$ cat config.mk
export PLATFORM = sky130hd
export DESIGN_NAME = stepper_angle_step_controller_core
export DESIGN_NICKNAME = d
export VERILOG_FILES = /design/src/rtl/sasc_pkg.sv /design/src/rtl/sasc_div.sv /design/src/rtl/sasc_dp.sv /design/src/rtl/sasc_ctrl.sv /design/src/rtl/stepper_angle_step_controller_core.sv
export SDC_FILE = /design/constraint.sdc
export NUM_CORES = 2
export LEC_CHECK = 0
export BUFFER_PORTS_ARGS = -buffer_cell sky130_fd_sc_hd__buf_2
export CORE_MARGIN = 2
export CORE_UTILIZATION = 38
export DETAILED_ROUTE_END_ITERATION = 8
export PLACE_DENSITY = 0.55
export SYNTH_ARGS = -nofsm -noshare
export SYNTH_HDL_FRONTEND = slang
export SYNTH_SLANG_ARGS = --single-unit
$ cat constraint.sdc
create_clock -name clk -period 33.6 [get_ports clk]
set_input_delay 6.72 -clock clk [delete_from_list [all_inputs] [get_ports clk]]
set_output_delay 6.72 -clock clk [all_outputs]
set_load 0.05 [all_outputs]
$ cat src/rtl/sasc_pkg.sv
// Shared widths, codes, constants and interface types of the stepper angle step controller.
package sasc_pkg;

  localparam int OP_W       = 3;
  localparam int VAL_W      = 16;
  localparam int TOP_W      = 16;
  localparam int ANG_W      = 17;
  localparam int ADC_W      = 10;
  localparam int CFG_IDX_W  = 3;
  localparam int CFG_DATA_W = 16;
  localparam int MS_W       = 5;
  localparam int SPR_W      = 10;
  localparam int SPD_W      = 10;
  localparam int ALIM_W     = 10;
  localparam int OFS_W      = 16;
  localparam int PROD1_W    = 20;

  // Half-period divider: 60 * 16 MHz over the prescaler product.
  localparam int DIV_N_W   = 30;
  localparam int DIV_D_W   = 28;
  localparam int DIV_CNT_W = 5;
  localparam logic [DIV_N_W-1:0] CLK_SIXTY_PRE = 30'd960000000;

  typedef logic [OP_W-1:0] op_t;
  localparam op_t OP_SET_SPEED  = 3'd0;
  localparam op_t OP_SET_TARGET = 3'd1;
  localparam op_t OP_POT        = 3'd2;
  localparam op_t OP_TICK       = 3'd3;
  localparam op_t OP_HOME       = 3'd4;

  typedef logic [CFG_IDX_W-1:0] cfg_idx_t;
  localparam cfg_idx_t CFG_MICROSTEP  = 3'd0;
  localparam cfg_idx_t CFG_STEPS_REV  = 3'd1;
  localparam cfg_idx_t CFG_SPEED_LOW  = 3'd2;
  localparam cfg_idx_t CFG_SPEED_HIGH = 3'd3;
  localparam cfg_idx_t CFG_ANGLE_LOW  = 3'd4;
  localparam cfg_idx_t CFG_ANGLE_HIGH = 3'd5;
  localparam cfg_idx_t CFG_OFFSET     = 3'd6;
  localparam cfg_idx_t CFG_REVERSE    = 3'd7;

  localparam logic [MS_W-1:0]   MS_RST     = 5'd1;
  localparam logic [SPR_W-1:0]  SPR_RST    = 10'd200;
  localparam logic [SPD_W-1:0]  SPD_LO_RST = 10'd1;
  localparam logic [SPD_W-1:0]  SPD_HI_RST = 10'd300;
  localparam logic [ALIM_W-1:0] ALO_RST    = 10'd0;
  localparam logic [ALIM_W-1:0] AHI_RST    = 10'd300;
  localparam logic [OFS_W-1:0]  OFS_RST    = 16'd0;

  localparam logic signed [ANG_W-1:0] HOME_RPM  = 17'sd10;
  localparam logic signed [ANG_W:0]   TOLERANCE = 18'sd64;

  // Pot conversion: round(adc*19200/1023) = (adc*38400 + 1023) / 2046,
  // estimated with a 2^32 reciprocal of 2046 and fixed by one compare.
  localparam int POT_N_W = 26;
  localparam int POT_P_W = 48;
  localparam int POT_Q_W = 15;
  localparam logic [POT_N_W-1:0] ADC_SCALE = 26'd38400;
  localparam logic [POT_N_W-1:0] ADC_ROUND = 26'd1023;
  localparam logic [POT_N_W-1:0] ADC_DIV   = 26'd2046;
  localparam logic [POT_P_W-1:0] POT_KA    = 48'd80609356800;
  localparam logic [POT_P_W-1:0] POT_KB    = 48'd2147483646;

  typedef struct packed {
    logic load_in;
    logic spd_mul1;
    logic spd_mul2;
    logic div_start;
    logic spd_wr;
    logic tgt_wr;
    logic home_wr;
    logic pot_mul;
    logic pot_wr;
    logic tick_wr;
    logic out_load;
  } cmd_t;

  typedef struct packed {
    op_t  op;
    logic spd_skip;
    logic div_done;
  } sts_t;

endpackage

$ cat src/rtl/sasc_div.sv
// Restoring divider, one quotient bit per cycle, for the step half-period.
module sasc_div (
  input  logic                         clk,
  input  logic                         rst_n,
  input  logic                         start,
  input  logic [sasc_pkg::DIV_N_W-1:0] dividend,
  input  logic [sasc_pkg::DIV_D_W-1:0] divisor,
  output logic [sasc_pkg::DIV_N_W-1:0] quotient,
  output logic                         done
);
  import sasc_pkg::*;

  logic                 busy_r, busy_nxt;
  logic                 done_r, done_nxt;
  logic [DIV_CNT_W-1:0] cnt_r, cnt_nxt;
  logic [DIV_D_W-1:0]   rem_r, rem_nxt;
  logic [DIV_N_W-1:0]   quo_r, quo_nxt;
  logic [DIV_D_W-1:0]   dvs_r, dvs_nxt;
  logic [DIV_D_W:0]     trial;
  logic [DIV_D_W:0]     diff;
  logic                 fits;

  assign trial = {rem_r, quo_r[DIV_N_W-1]};
  assign diff  = trial - {1'b0, dvs_r};
  assign fits  = trial >= {1'b0, dvs_r};

  always_comb begin
    busy_nxt = busy_r;
    done_nxt = 1'b0;
    cnt_nxt  = cnt_r;
    rem_nxt  = rem_r;
    quo_nxt  = quo_r;
    dvs_nxt  = dvs_r;
    if (start) begin
      busy_nxt = 1'b1;
      cnt_nxt  = DIV_CNT_W'(DIV_N_W - 1);
      rem_nxt  = '0;
      quo_nxt  = dividend;
      dvs_nxt  = divisor;
    end else if (busy_r) begin
      rem_nxt = fits ? diff[DIV_D_W-1:0] : trial[DIV_D_W-1:0];
      quo_nxt = {quo_r[DIV_N_W-2:0], fits};
      cnt_nxt = cnt_r - 1'b1;
      if (cnt_r == '0) begin
        busy_nxt = 1'b0;
        done_nxt = 1'b1;
      end
    end
  end

  always_ff @(posedge clk) begin
    if (!rst_n) begin
      busy_r <= 1'b0;
      done_r <= 1'b0;
      cnt_r  <= '0;
    end else begin
      busy_r <= busy_nxt;
      done_r <= done_nxt;
      cnt_r  <= cnt_nxt;
    end
  end

  always_ff @(posedge clk) begin
    rem_r <= rem_nxt;
    quo_r <= quo_nxt;
    dvs_r <= dvs_nxt;
  end

  assign quotient = quo_r;
  assign done     = done_r;

`ifndef SYNTHESIS
  a_start_idle: assert property (@(posedge clk) disable iff (!rst_n)
    start |-> !busy_r)
    else $error("divider started while busy");
  a_done_after_busy: assert property (@(posedge clk) disable iff (!rst_n)
    done_r |-> $past(busy_r))
    else $error("divider done without a running division");
`endif

endmodule

$ cat src/rtl/sasc_dp.sv
// Datapath: configuration, controller state, speed and angle arithmetic, result register.
module sasc_dp (
  input  logic                              clk,
  input  logic                              rst_n,
  input  logic                              cfg_we,
  input  logic [sasc_pkg::CFG_IDX_W-1:0]    cfg_index,
  input  logic [sasc_pkg::CFG_DATA_W-1:0]   cfg_data,
  input  logic [sasc_pkg::OP_W-1:0]         in_op,
  input  logic signed [sasc_pkg::VAL_W-1:0] in_value,
  input  sasc_pkg::cmd_t                    cmd,
  output sasc_pkg::sts_t                    sts,
  output logic                              out_step_level,
  output logic                              out_direction,
  output logic                              out_running,
  output logic [sasc_pkg::TOP_W-1:0]        out_half_period,
  output logic signed [sasc_pkg::ANG_W-1:0] out_measured_angle,
  output logic                              out_accepted
);
  import sasc_pkg::*;

  // configuration
  logic [MS_W-1:0]   ms_r;
  logic [SPR_W-1:0]  spr_r;
  logic [SPD_W-1:0]  spd_lo_r, spd_hi_r;
  logic [ALIM_W-1:0] alo_r, ahi_r;
  logic [OFS_W-1:0]  ofs_r;
  logic              rev_r;

  // controller state
  logic                    run_r, run_nxt;
  logic                    pulse_r, pulse_nxt;
  logic [TOP_W-1:0]        tick_r, tick_nxt;
  logic [TOP_W-1:0]        top_r, top_nxt;
  logic signed [ANG_W-1:0] tgt_r, tgt_nxt;
  logic signed [ANG_W-1:0] last_r, last_nxt;
  logic                    dir_r, dir_nxt;

  // per-item working registers
  op_t                  op_r;
  logic [VAL_W-1:0]     val_r;
  logic                 acc_r, acc_nxt;
  logic                 range_ok_r;
  logic [PROD1_W-1:0]   prod1_r;
  logic [DIV_D_W-1:0]   d_r;
  logic [POT_Q_W-1:0]   q0_r;

  logic signed [ANG_W-1:0] rpm_s;
  logic                    in_range;
  logic [DIV_N_W-1:0]      quo;
  logic                    div_done;
  logic [DIV_N_W-1:0]      quo_m1;
  logic [TOP_W-1:0]        top_sat;
  logic signed [ANG_W-1:0] val17, lo64, hi64;
  logic                    tgt_ok;
  logic [POT_P_W-1:0]      pot_prod;
  logic [POT_N_W-1:0]      pot_n, pot_r;
  logic [POT_Q_W-1:0]      pot_q;
  logic signed [ANG_W-1:0] ang;
  logic signed [ANG_W:0]   err;

  // Speed: rpm is the command value, or the fixed homing speed.
  assign rpm_s    = (op_r == OP_HOME) ? HOME_RPM : {val_r[VAL_W-1], val_r};
  assign in_range = (rpm_s >= $signed({7'b0, spd_lo_r})) &&
                    (rpm_s <= $signed({7'b0, spd_hi_r}));

  sasc_div u_div (
    .clk      (clk),
    .rst_n    (rst_n),
    .start    (cmd.div_start),
    .dividend (CLK_SIXTY_PRE),
    .divisor  (d_r),
    .quotient (quo),
    .done     (div_done)
  );

  assign quo_m1  = (quo == '0) ? '0 : (quo - 1'b1) >> 2;
  assign top_sat = (|quo_m1[DIV_N_W-1:TOP_W]) ? {TOP_W{1'b1}} : quo_m1[TOP_W-1:0];

  // Target bounds in 1/64 degree.
  assign val17  = {val_r[VAL_W-1], val_r};
  assign lo64   = {alo_r[ALIM_W-1], alo_r, 6'b0};
  assign hi64   = {ahi_r[ALIM_W-1], ahi_r, 6'b0};
  assign tgt_ok = (val17 >= lo64) && (val17 <= hi64);

  // Pot: reciprocal estimate, then one correction step.
  assign pot_prod = POT_P_W'(val_r[ADC_W-1:0]) * POT_KA + POT_KB;
  assign pot_n    = POT_N_W'(val_r[ADC_W-1:0]) * ADC_SCALE + ADC_ROUND;
  assign pot_r    = pot_n - POT_N_W'(q0_r) * ADC_DIV;
  assign pot_q    = (pot_r >= ADC_DIV) ? q0_r + 1'b1 : q0_r;
  assign ang      = $signed({2'b00, pot_q}) - $signed({ofs_r[OFS_W-1], ofs_r});
  assign err      = {ang[ANG_W-1], ang} - {tgt_r[ANG_W-1], tgt_r};

  always_comb begin
    run_nxt   = run_r;
    pulse_nxt = pulse_r;
    tick_nxt  = tick_r;
    top_nxt   = top_r;
    tgt_nxt   = tgt_r;
    last_nxt  = last_r;
    dir_nxt   = dir_r;
    acc_nxt   = acc_r;
    if (cmd.load_in) begin
      acc_nxt = 1'b0;
    end
    if (cmd.home_wr) begin
      tgt_nxt  = '0;
      tick_nxt = '0;
      run_nxt  = 1'b1;
    end
    if (cmd.spd_wr) begin
      top_nxt = (range_ok_r && (d_r != '0)) ? top_sat : '0;
      acc_nxt = range_ok_r;
    end
    if (cmd.tgt_wr && tgt_ok) begin
      tgt_nxt = val17;
      run_nxt = 1'b1;
      acc_nxt = 1'b1;
    end
    if (cmd.pot_wr) begin
      last_nxt = ang;
      dir_nxt  = (tgt_r > ang) ^ rev_r;
      if ((err >= -TOLERANCE) && (err <= TOLERANCE)) begin
        run_nxt = 1'b0;
      end
    end
    if (cmd.tick_wr && run_r && (top_r != '0)) begin
      if (tick_r >= top_r) begin
        tick_nxt  = '0;
        pulse_nxt = ~pulse_r;
      end else begin
        tick_nxt = tick_r + 1'b1;
      end
    end
  end

  always_ff @(posedge clk) begin
    if (!rst_n) begin
      ms_r     <= MS_RST;
      spr_r    <= SPR_RST;
      spd_lo_r <= SPD_LO_RST;
      spd_hi_r <= SPD_HI_RST;
      alo_r    <= ALO_RST;
      ahi_r    <= AHI_RST;
      ofs_r    <= OFS_RST;
      rev_r    <= 1'b0;
    end else if (cfg_we) begin
      case (cfg_index)
        CFG_MICROSTEP:  ms_r     <= cfg_data[MS_W-1:0];
        CFG_STEPS_REV:  spr_r    <= cfg_data[SPR_W-1:0];
        CFG_SPEED_LOW:  spd_lo_r <= cfg_data[SPD_W-1:0];
        CFG_SPEED_HIGH: spd_hi_r <= cfg_data[SPD_W-1:0];
        CFG_ANGLE_LOW:  alo_r    <= cfg_data[ALIM_W-1:0];
        CFG_ANGLE_HIGH: ahi_r    <= cfg_data[ALIM_W-1:0];
        CFG_OFFSET:     ofs_r    <= cfg_data[OFS_W-1:0];
        CFG_REVERSE:    rev_r    <= cfg_data[0];
        default: ;
      endcase
    end
  end

  always_ff @(posedge clk) begin
    if (!rst_n) begin
      run_r   <= 1'b0;
      pulse_r <= 1'b0;
      tick_r  <= '0;
      top_r   <= '0;
      tgt_r   <= '0;
      last_r  <= '0;
      dir_r   <= 1'b0;
    end else begin
      run_r   <= run_nxt;
      pulse_r <= pulse_nxt;
      tick_r  <= tick_nxt;
      top_r   <= top_nxt;
      tgt_r   <= tgt_nxt;
      last_r  <= last_nxt;
      dir_r   <= dir_nxt;
    end
  end

  always_ff @(posedge clk) begin
    acc_r <= acc_nxt;
    if (cmd.load_in) begin
      op_r  <= in_op;
      val_r <= in_value;
    end
    if (cmd.spd_mul1) begin
      range_ok_r <= in_range;
      prod1_r    <= PROD1_W'(rpm_s[SPD_W-1:0]) * PROD1_W'(spr_r);
    end
    if (cmd.spd_mul2) begin
      d_r <= {25'(prod1_r) * 25'(ms_r), 3'b000};
    end
    if (cmd.pot_mul) begin
      q0_r <= pot_prod[POT_Q_W+31:32];
    end
    if (cmd.out_load) begin
      out_step_level     <= pulse_r;
      out_direction      <= dir_r;
      out_running        <= run_r;
      out_half_period    <= top_r;
      out_measured_angle <= last_r;
      out_accepted       <= acc_r;
    end
  end

  assign sts.op       = op_r;
  assign sts.spd_skip = !range_ok_r || (d_r == '0);
  assign sts.div_done = div_done;

endmodule

$ cat src/rtl/sasc_ctrl.sv
// Sequencer: steps each command through the datapath and hands off the result beat.
module sasc_ctrl (
  input  logic           clk,
  input  logic           rst_n,
  input  logic           in_valid,
  output logic           in_stall,
  output logic           out_valid,
  input  logic           out_stall,
  input  sasc_pkg::sts_t sts,
  output sasc_pkg::cmd_t cmd
);
  import sasc_pkg::*;

  localparam logic [2:0] S_IDLE = 3'd0;
  localparam logic [2:0] S_EXEC = 3'd1;
  localparam logic [2:0] S_MUL2 = 3'd2;
  localparam logic [2:0] S_CHK  = 3'd3;
  localparam logic [2:0] S_DIV  = 3'd4;
  localparam logic [2:0] S_POTC = 3'd5;
  localparam logic [2:0] S_DONE = 3'd6;

  logic [2:0] state_r, state_nxt;
  logic       out_valid_r, out_valid_nxt;

  always_comb begin
    state_nxt = state_r;
    cmd       = '0;
    case (state_r)
      S_IDLE: begin
        if (in_valid) begin
          cmd.load_in = 1'b1;
          state_nxt   = S_EXEC;
        end
      end
      S_EXEC: begin
        case (sts.op)
          OP_SET_SPEED: begin
            cmd.spd_mul1 = 1'b1;
            state_nxt    = S_MUL2;
          end
          OP_HOME: begin
            cmd.home_wr  = 1'b1;
            cmd.spd_mul1 = 1'b1;
            state_nxt    = S_MUL2;
          end
          OP_SET_TARGET: begin
            cmd.tgt_wr = 1'b1;
            state_nxt  = S_DONE;
          end
          OP_POT: begin
            cmd.pot_mul = 1'b1;
            state_nxt   = S_POTC;
          end
          OP_TICK: begin
            cmd.tick_wr = 1'b1;
            state_nxt   = S_DONE;
          end
          default: state_nxt = S_DONE;
        endcase
      end
      S_MUL2: begin
        cmd.spd_mul2 = 1'b1;
        state_nxt    = S_CHK;
      end
      S_CHK: begin
        if (sts.spd_skip) begin
          cmd.spd_wr = 1'b1;
          state_nxt  = S_DONE;
        end else begin
          cmd.div_start = 1'b1;
          state_nxt     = S_DIV;
        end
      end
      S_DIV: begin
        if (sts.div_done) begin
          cmd.spd_wr = 1'b1;
          state_nxt  = S_DONE;
        end
      end
      S_POTC: begin
        cmd.pot_wr = 1'b1;
        state_nxt  = S_DONE;
      end
      S_DONE: begin
        if (!out_valid_r || !out_stall) begin
          cmd.out_load = 1'b1;
          state_nxt    = S_IDLE;
        end
      end
      default: state_nxt = S_IDLE;
    endcase
  end

  assign out_valid_nxt = cmd.out_load | (out_valid_r & out_stall);

  always_ff @(posedge clk) begin
    if (!rst_n) begin
      state_r     <= S_IDLE;
      out_valid_r <= 1'b0;
    end else begin
      state_r     <= state_nxt;
      out_valid_r <= out_valid_nxt;
    end
  end

  assign in_stall  = (state_r != S_IDLE);
  assign out_valid = out_valid_r;

`ifndef SYNTHESIS
  a_hold_waiting_result: assert property (@(posedge clk) disable iff (!rst_n)
    (state_r == S_DONE && out_valid_r && out_stall) |=> (state_r == S_DONE))
    else $error("result overwritten while the previous beat was stalled");
  a_valid_from_done: assert property (@(posedge clk) disable iff (!rst_n)
    $rose(out_valid_r) |-> $past(state_r == S_DONE))
    else $error("result beat raised outside the hand-off state");
  a_div_only_for_speed: assert property (@(posedge clk) disable iff (!rst_n)
    (state_r == S_DIV) |-> (sts.op == OP_SET_SPEED || sts.op == OP_HOME))
    else $error("divider wait entered for a non-speed command");
`endif

endmodule

$ cat src/rtl/stepper_angle_step_controller_core.sv
// Top level of the constant-speed stepper angle step controller.
//
// Usage: each input beat (in_op, in_value) is one command: set speed in rpm,
// set target angle in 1/64 degree, pot sample (ADC code in the low 10 bits),
// timer tick, or home. Every command returns exactly one result beat with
// the step and direction line levels, the running flag, the half-period
// (timer top, 0 = halted), the last measured angle and the accepted flag.
// Both channels use valid/stall; a beat moves when valid is high and stall
// is low. The result sits in an output register, so the next command is
// taken while a finished result still waits downstream.
// Steps: a tick, target or unused code executes, then hands off; a pot sample
// gets a reciprocal multiply, then a correction; a speed or home command gets
// two multiplies, a range check and, unless out of range or zero, the 30-step
// one-bit-per-cycle divider that forms the half-period. One command is in the
// sequencer at a time. When the receiver stalls, the finished result holds
// and the sequencer waits in hand-off; in_stall stays high until it is taken.
// Reset (rst_n low, synchronous) restores the register defaults and clears
// the run, step, direction, counter, target and angle state.
// Configuration writes (cfg_we, cfg_index, cfg_data) are registered; the user
// makes them only while no command is in flight, not enforced by the block.
module stepper_angle_step_controller_core (
  input  logic                              clk,
  input  logic                              rst_n,
  input  logic                              cfg_we,
  input  logic [sasc_pkg::CFG_IDX_W-1:0]    cfg_index,
  input  logic [sasc_pkg::CFG_DATA_W-1:0]   cfg_data,
  input  logic                              in_valid,
  output logic                              in_stall,
  input  logic [sasc_pkg::OP_W-1:0]         in_op,
  input  logic signed [sasc_pkg::VAL_W-1:0] in_value,
  output logic                              out_valid,
  input  logic                              out_stall,
  output logic                              out_step_level,
  output logic                              out_direction,
  output logic                              out_running,
  output logic [sasc_pkg::TOP_W-1:0]        out_half_period,
  output logic signed [sasc_pkg::ANG_W-1:0] out_measured_angle,
  output logic                              out_accepted
);
  import sasc_pkg::*;

  cmd_t cmd;
  sts_t sts;

  // Sequencer: walks each command through its datapath steps.
  sasc_ctrl u_ctrl (
    .clk       (clk),
    .rst_n     (rst_n),
    .in_valid  (in_valid),
    .in_stall  (in_stall),
    .out_valid (out_valid),
    .out_stall (out_stall),
    .sts       (sts),
    .cmd       (cmd)
  );

  // Datapath: registers, multipliers, divider and the result register.
  sasc_dp u_dp (
    .clk                (clk),
    .rst_n              (rst_n),
    .cfg_we             (cfg_we),
    .cfg_index          (cfg_index),
    .cfg_data           (cfg_data),
    .in_op              (in_op),
    .in_value           (in_value),
    .cmd                (cmd),
    .sts                (sts),
    .out_step_level     (out_step_level),
    .out_direction      (out_direction),
    .out_running        (out_running),
    .out_half_period    (out_half_period),
    .out_measured_angle (out_measured_angle),
    .out_accepted       (out_accepted)
  );

endmodule
==> results summary <==
The required time of the worst setup path is between 30000 and 40000 ps. At the end of routability-driven placement, the weighted congestion stood at roughly 0.86. The final layout contains 4197 nets. The highest fanout seen on the critical path is 15. The clock transition time at the flip-flop clock pins of the worst setup and hold paths is around 70 ps. The pre-antenna-repair detailed-routing pass consisted of 5 iterations. The horizontal die dimension came out at 294.2 um.

The number of register bits inferred by synthesis came out at between 300 and 400. The average wire per standard cell came out at around 17 um. The share of the yosys chip area belonging to registers is roughly a quarter.

The detail route stage leaves a number of antenna-violating nets equal to 0. The remaining design rule violation count came out at 0. Setup slack closes at 20470 ps. The number of antenna violations at the first check in global routing was 14. Each instance of the synthesized netlist takes up on average a little over 9 sq um. The worst setup path is of the reg -> reg kind. The detailed router's first-iteration violation count came out at around 1300. After clock tree synthesis, the flow added hold-fix buffers numbering 0. The max-slew violation count is 0. The area of the placeable core came out at 0.08356 sq mm. For this block, the routed nets add up to 77070 um of wire.

The post-synthesis cell type count came out at 94. The number of buffers created by CTS came out at 44. The number of nets handed over by synthesis was about 4200. The arrival time of the worst setup path is ~14000 ps. The number of placement rows is approximately 110.

The share of synthesized flip-flops with an asynchronous set or reset came out at 0%. For this run, the leading register cell type out of synthesis is dfxtp_1. The number of port buffers came out at slightly above 80. The number of max-cap violations came out at 0. Yosys mapped a number of flops with a built-in enable equal to between 100 and 150.

The worst slew slack as a fraction of its limit came out at 26.14%. In this run the critical register-to-register path is launched from u_dp.q0_r[7]. The min-delay analysis places its worst path in the category reg -> reg. The post-cts sizing count is 0. The stage delay of the slowest cell on the critical path came out at between 600 and 700 ps.

Along the worst hold path, the cell count comes to 0. The final clock period utilization by the worst path came out at approximately two fifths. The I/O pin count is 82. For this run, the number of Yosys warnings is 0. The overall routing resource usage came out at ~18%. The overall via count from detail_route is 23644.

The number of global-route vias before repair was 23923. The worst clock skew on the final layout came out at 48.60 ps. The vias per cell is ~5.

The number of failing setup endpoints in the final timing report came out at 0. The slowest stage cell on the critical path is fa_1. The clock passes through at most 3 buffers. The startpoint type of the worst setup path is a flip-flop. In this run the most critical hold path is launched from u_dp.acc_r. The die covers 0.08655 sq mm. The worst-skew pair later-pin latency came out at ~600 ps. The total negative slack came out at 0 ps.

The global route total overflow is 0. The TritonCTS clock tree is built. The fmax came out at ~76 MHz.

The die extent in y is ~300 um. After synthesis the cells add up to roughly 0.032 sq mm. From synthesis to final layout, the design area changed by 9.497%. The initial core utilization came out at between 30% and 40%. STA classifies the critical path endpoint as a flip-flop.

The total number of clock tree sinks came out at 352. The tree is rooted in a clkbuf_16. Timing analysis after detailed placement gives a worst setup slack of about 21000 ps.

The detailed placement HPWL came out at ~60000 um. Setup repair after global routing left no endpoint under its margin. The hold violation total from the final report came out at 0. The global-route wire length before repair came out at approximately 130000 um. The share of layout cells above drive strength 1 came out at slightly above 6%. Entering global routing, the biggest net connects 101 pins. Synthesis produced a netlist whose cell count is between 3000 and 4000.

Tracing the worst setup path back leads to its startpoint at u_dp.q0_r[7]. The number of levels in the clock H-tree is 2. The number of setup buffers added after CTS came out at 0. The run finished with clean final reports.

The final critical path time including I/O delays and setup came out at 13130 ps. The number of cells on the worst reg-to-reg path is 51. For the pin with the worst max-slew slack, the measured transition is roughly 1100 ps.
## flip-flops by register name, indices dropped and copies added (netlist names), 3 cells and up
name,flops
u_dp.u_div.quotient,30
u_dp.u_div.rem_r,28
u_dp.d_r,25
u_dp.u_div.dvs_r,25
u_dp.prod1_r,20
u_dp.last_r,17
u_dp.out_measured_angle,17
u_dp.ofs_r,16
u_dp.out_half_period,16
u_dp.tgt_r,16
u_dp.tick_r,16
u_dp.top_r,16
u_dp.val_r,16
u_dp.q0_r,15
u_dp.ahi_r,10
u_dp.alo_r,10
u_dp.spd_hi_r,10
u_dp.spd_lo_r,10
u_dp.spr_r,10
u_dp.ms_r,5
u_dp.u_div.cnt_r,5
u_ctrl.state_r,3
u_dp.op_r,3
## synth_stat cells, drive strengths merged, types with 7 or more instances
| master | number | area share (%) |
|---|---|---|
| ha | 418 | 16 |
| a211oi | 18 | 0.44 |
| a31oi | 20 | 0.39 |
| a21boi | 93 | 2.2 |
| a21oi | 148 | 2.3 |
| nand4 | 25 | 0.49 |
| o21ai | 130 | 2.0 |
| inv | 480 | 5.6 |
| o2111ai | 7 | 0.19 |
| xnor2 | 107 | 2.9 |
| or3 | 13 | 0.27 |
| buf | 17 | 0.37 |
| nor2 | 123 | 1.5 |
| nor3 | 46 | 0.81 |
| and2 | 77 | 1.5 |
| or4 | 8 | 0.19 |
| a22o | 18 | 0.49 |
| o31ai | 8 | 0.20 |
| nand3 | 80 | 1.3 |
| fa | 231 | 14 |
| nand2b | 29 | 0.57 |
| edfxtp | 142 | 13 |
| and3 | 74 | 1.4 |
| o211ai | 25 | 0.59 |
| or2 | 7 | 0.14 |
| clkbuf | 88 | 1.0 |
| dfxtp | 210 | 13 |
| o21a | 48 | 1.1 |
| nor2b | 42 | 0.82 |
| nand2 | 398 | 4.7 |
| o21bai | 17 | 0.41 |
| mux2i | 58 | 1.8 |
| nor4 | 22 | 0.52 |
| nand3b | 17 | 0.43 |
| xor2 | 63 | 1.7 |
| a21o | 56 | 1.3 |
## metal layers
layer	wire length [um]	up-vias	global-route usage (%)
met4	1613	18	4.206
met1	37140	11243	25.46
met3	4249	118	3.399
li1	-	11885	-
met2	33950	380	29.10
met5	119	-	0
## metrics by stage
stage	cells	util, %	area [sq um]	hold slack [ps]
after floorplan	3463	-	32000	400.1
after global placement	4539	40.09	33490	407.2
after detailed placement	4539	40.09	33490	408.5
after CTS	4621	41.92	35030	423.4
after global routing	4622	41.93	35030	433.9
final	4625	41.94	35040	420.5
## cell usage in the layout, fill, tap and decap left out, types with 42 or more instances in the layout
| master | count |
|---|---|
| clkbuf_16 | 46 |
| mux2i_1 | 58 |
| and3_1 | 74 |
| nor3_1 | 42 |
| nor2_1 | 121 |
| buf_2 | 80 |
| a21oi_1 | 146 |
| edfxtp_1 | 142 |
| ha_1 | 418 |
| and2_1 | 76 |
| dfxtp_1 | 209 |
| nor2b_1 | 42 |
| o21a_1 | 47 |
| xor2_1 | 63 |
| a21boi_0 | 93 |
| xnor2_1 | 107 |
| inv_1 | 480 |
| fa_1 | 231 |
| o21ai_0 | 129 |
| nand2_1 | 397 |
| nand3_1 | 80 |
| a21o_1 | 56 |
## final cells by class
type	count	area (sq um)
diodes	4	10.01
clock buffers	54	1191
clock inverters	28	345.3
fillers	8388	48520
inverters	481	1805
multi-input cells	2525	21310
flip-flops and latches	352	8472
well taps	1080	1351
repair buffers	101	558.0
## logic make-up (layout without fill, tap and decap cells)
logic type	after synthesis	in the layout	share of synthesized area, %
and+or+nand+nor	992	992	15.52
AOI/OAI and AO/OA	652	652	13.50
adders and majority gates	649	649	30.79
buffers and inverters	586	664	7.042
DFF	352	352	26.46
xor gates and xnor gates	172	172	4.794
muxes	60	60	1.885
other	0	4	0
## worst paths after layout
check,slack (ps),endpoint
worst max-delay path,20470,u_dp.run_r
worst min-delay path,420,u_dp.out_accepted
worst max register to register,20470,u_dp.run_r
worst min register to register,420,u_dp.out_accepted
## critical path: cells and delay by family (launching register included)
kind | cells | cell delay, ps
AOI/OAI and AO/OA | 21 | 4060
xor gates and xnor gates | 2 | 410
adders and majority gates | 11 | 4710
buffers and inverters | 4 | 370
DFF | 1 | 520
and+or+nand+nor | 13 | 2900
Power is left out: the tool's default activity adds up to more than one toggle a clock period on the data nets, which glitch-free logic cannot reach.
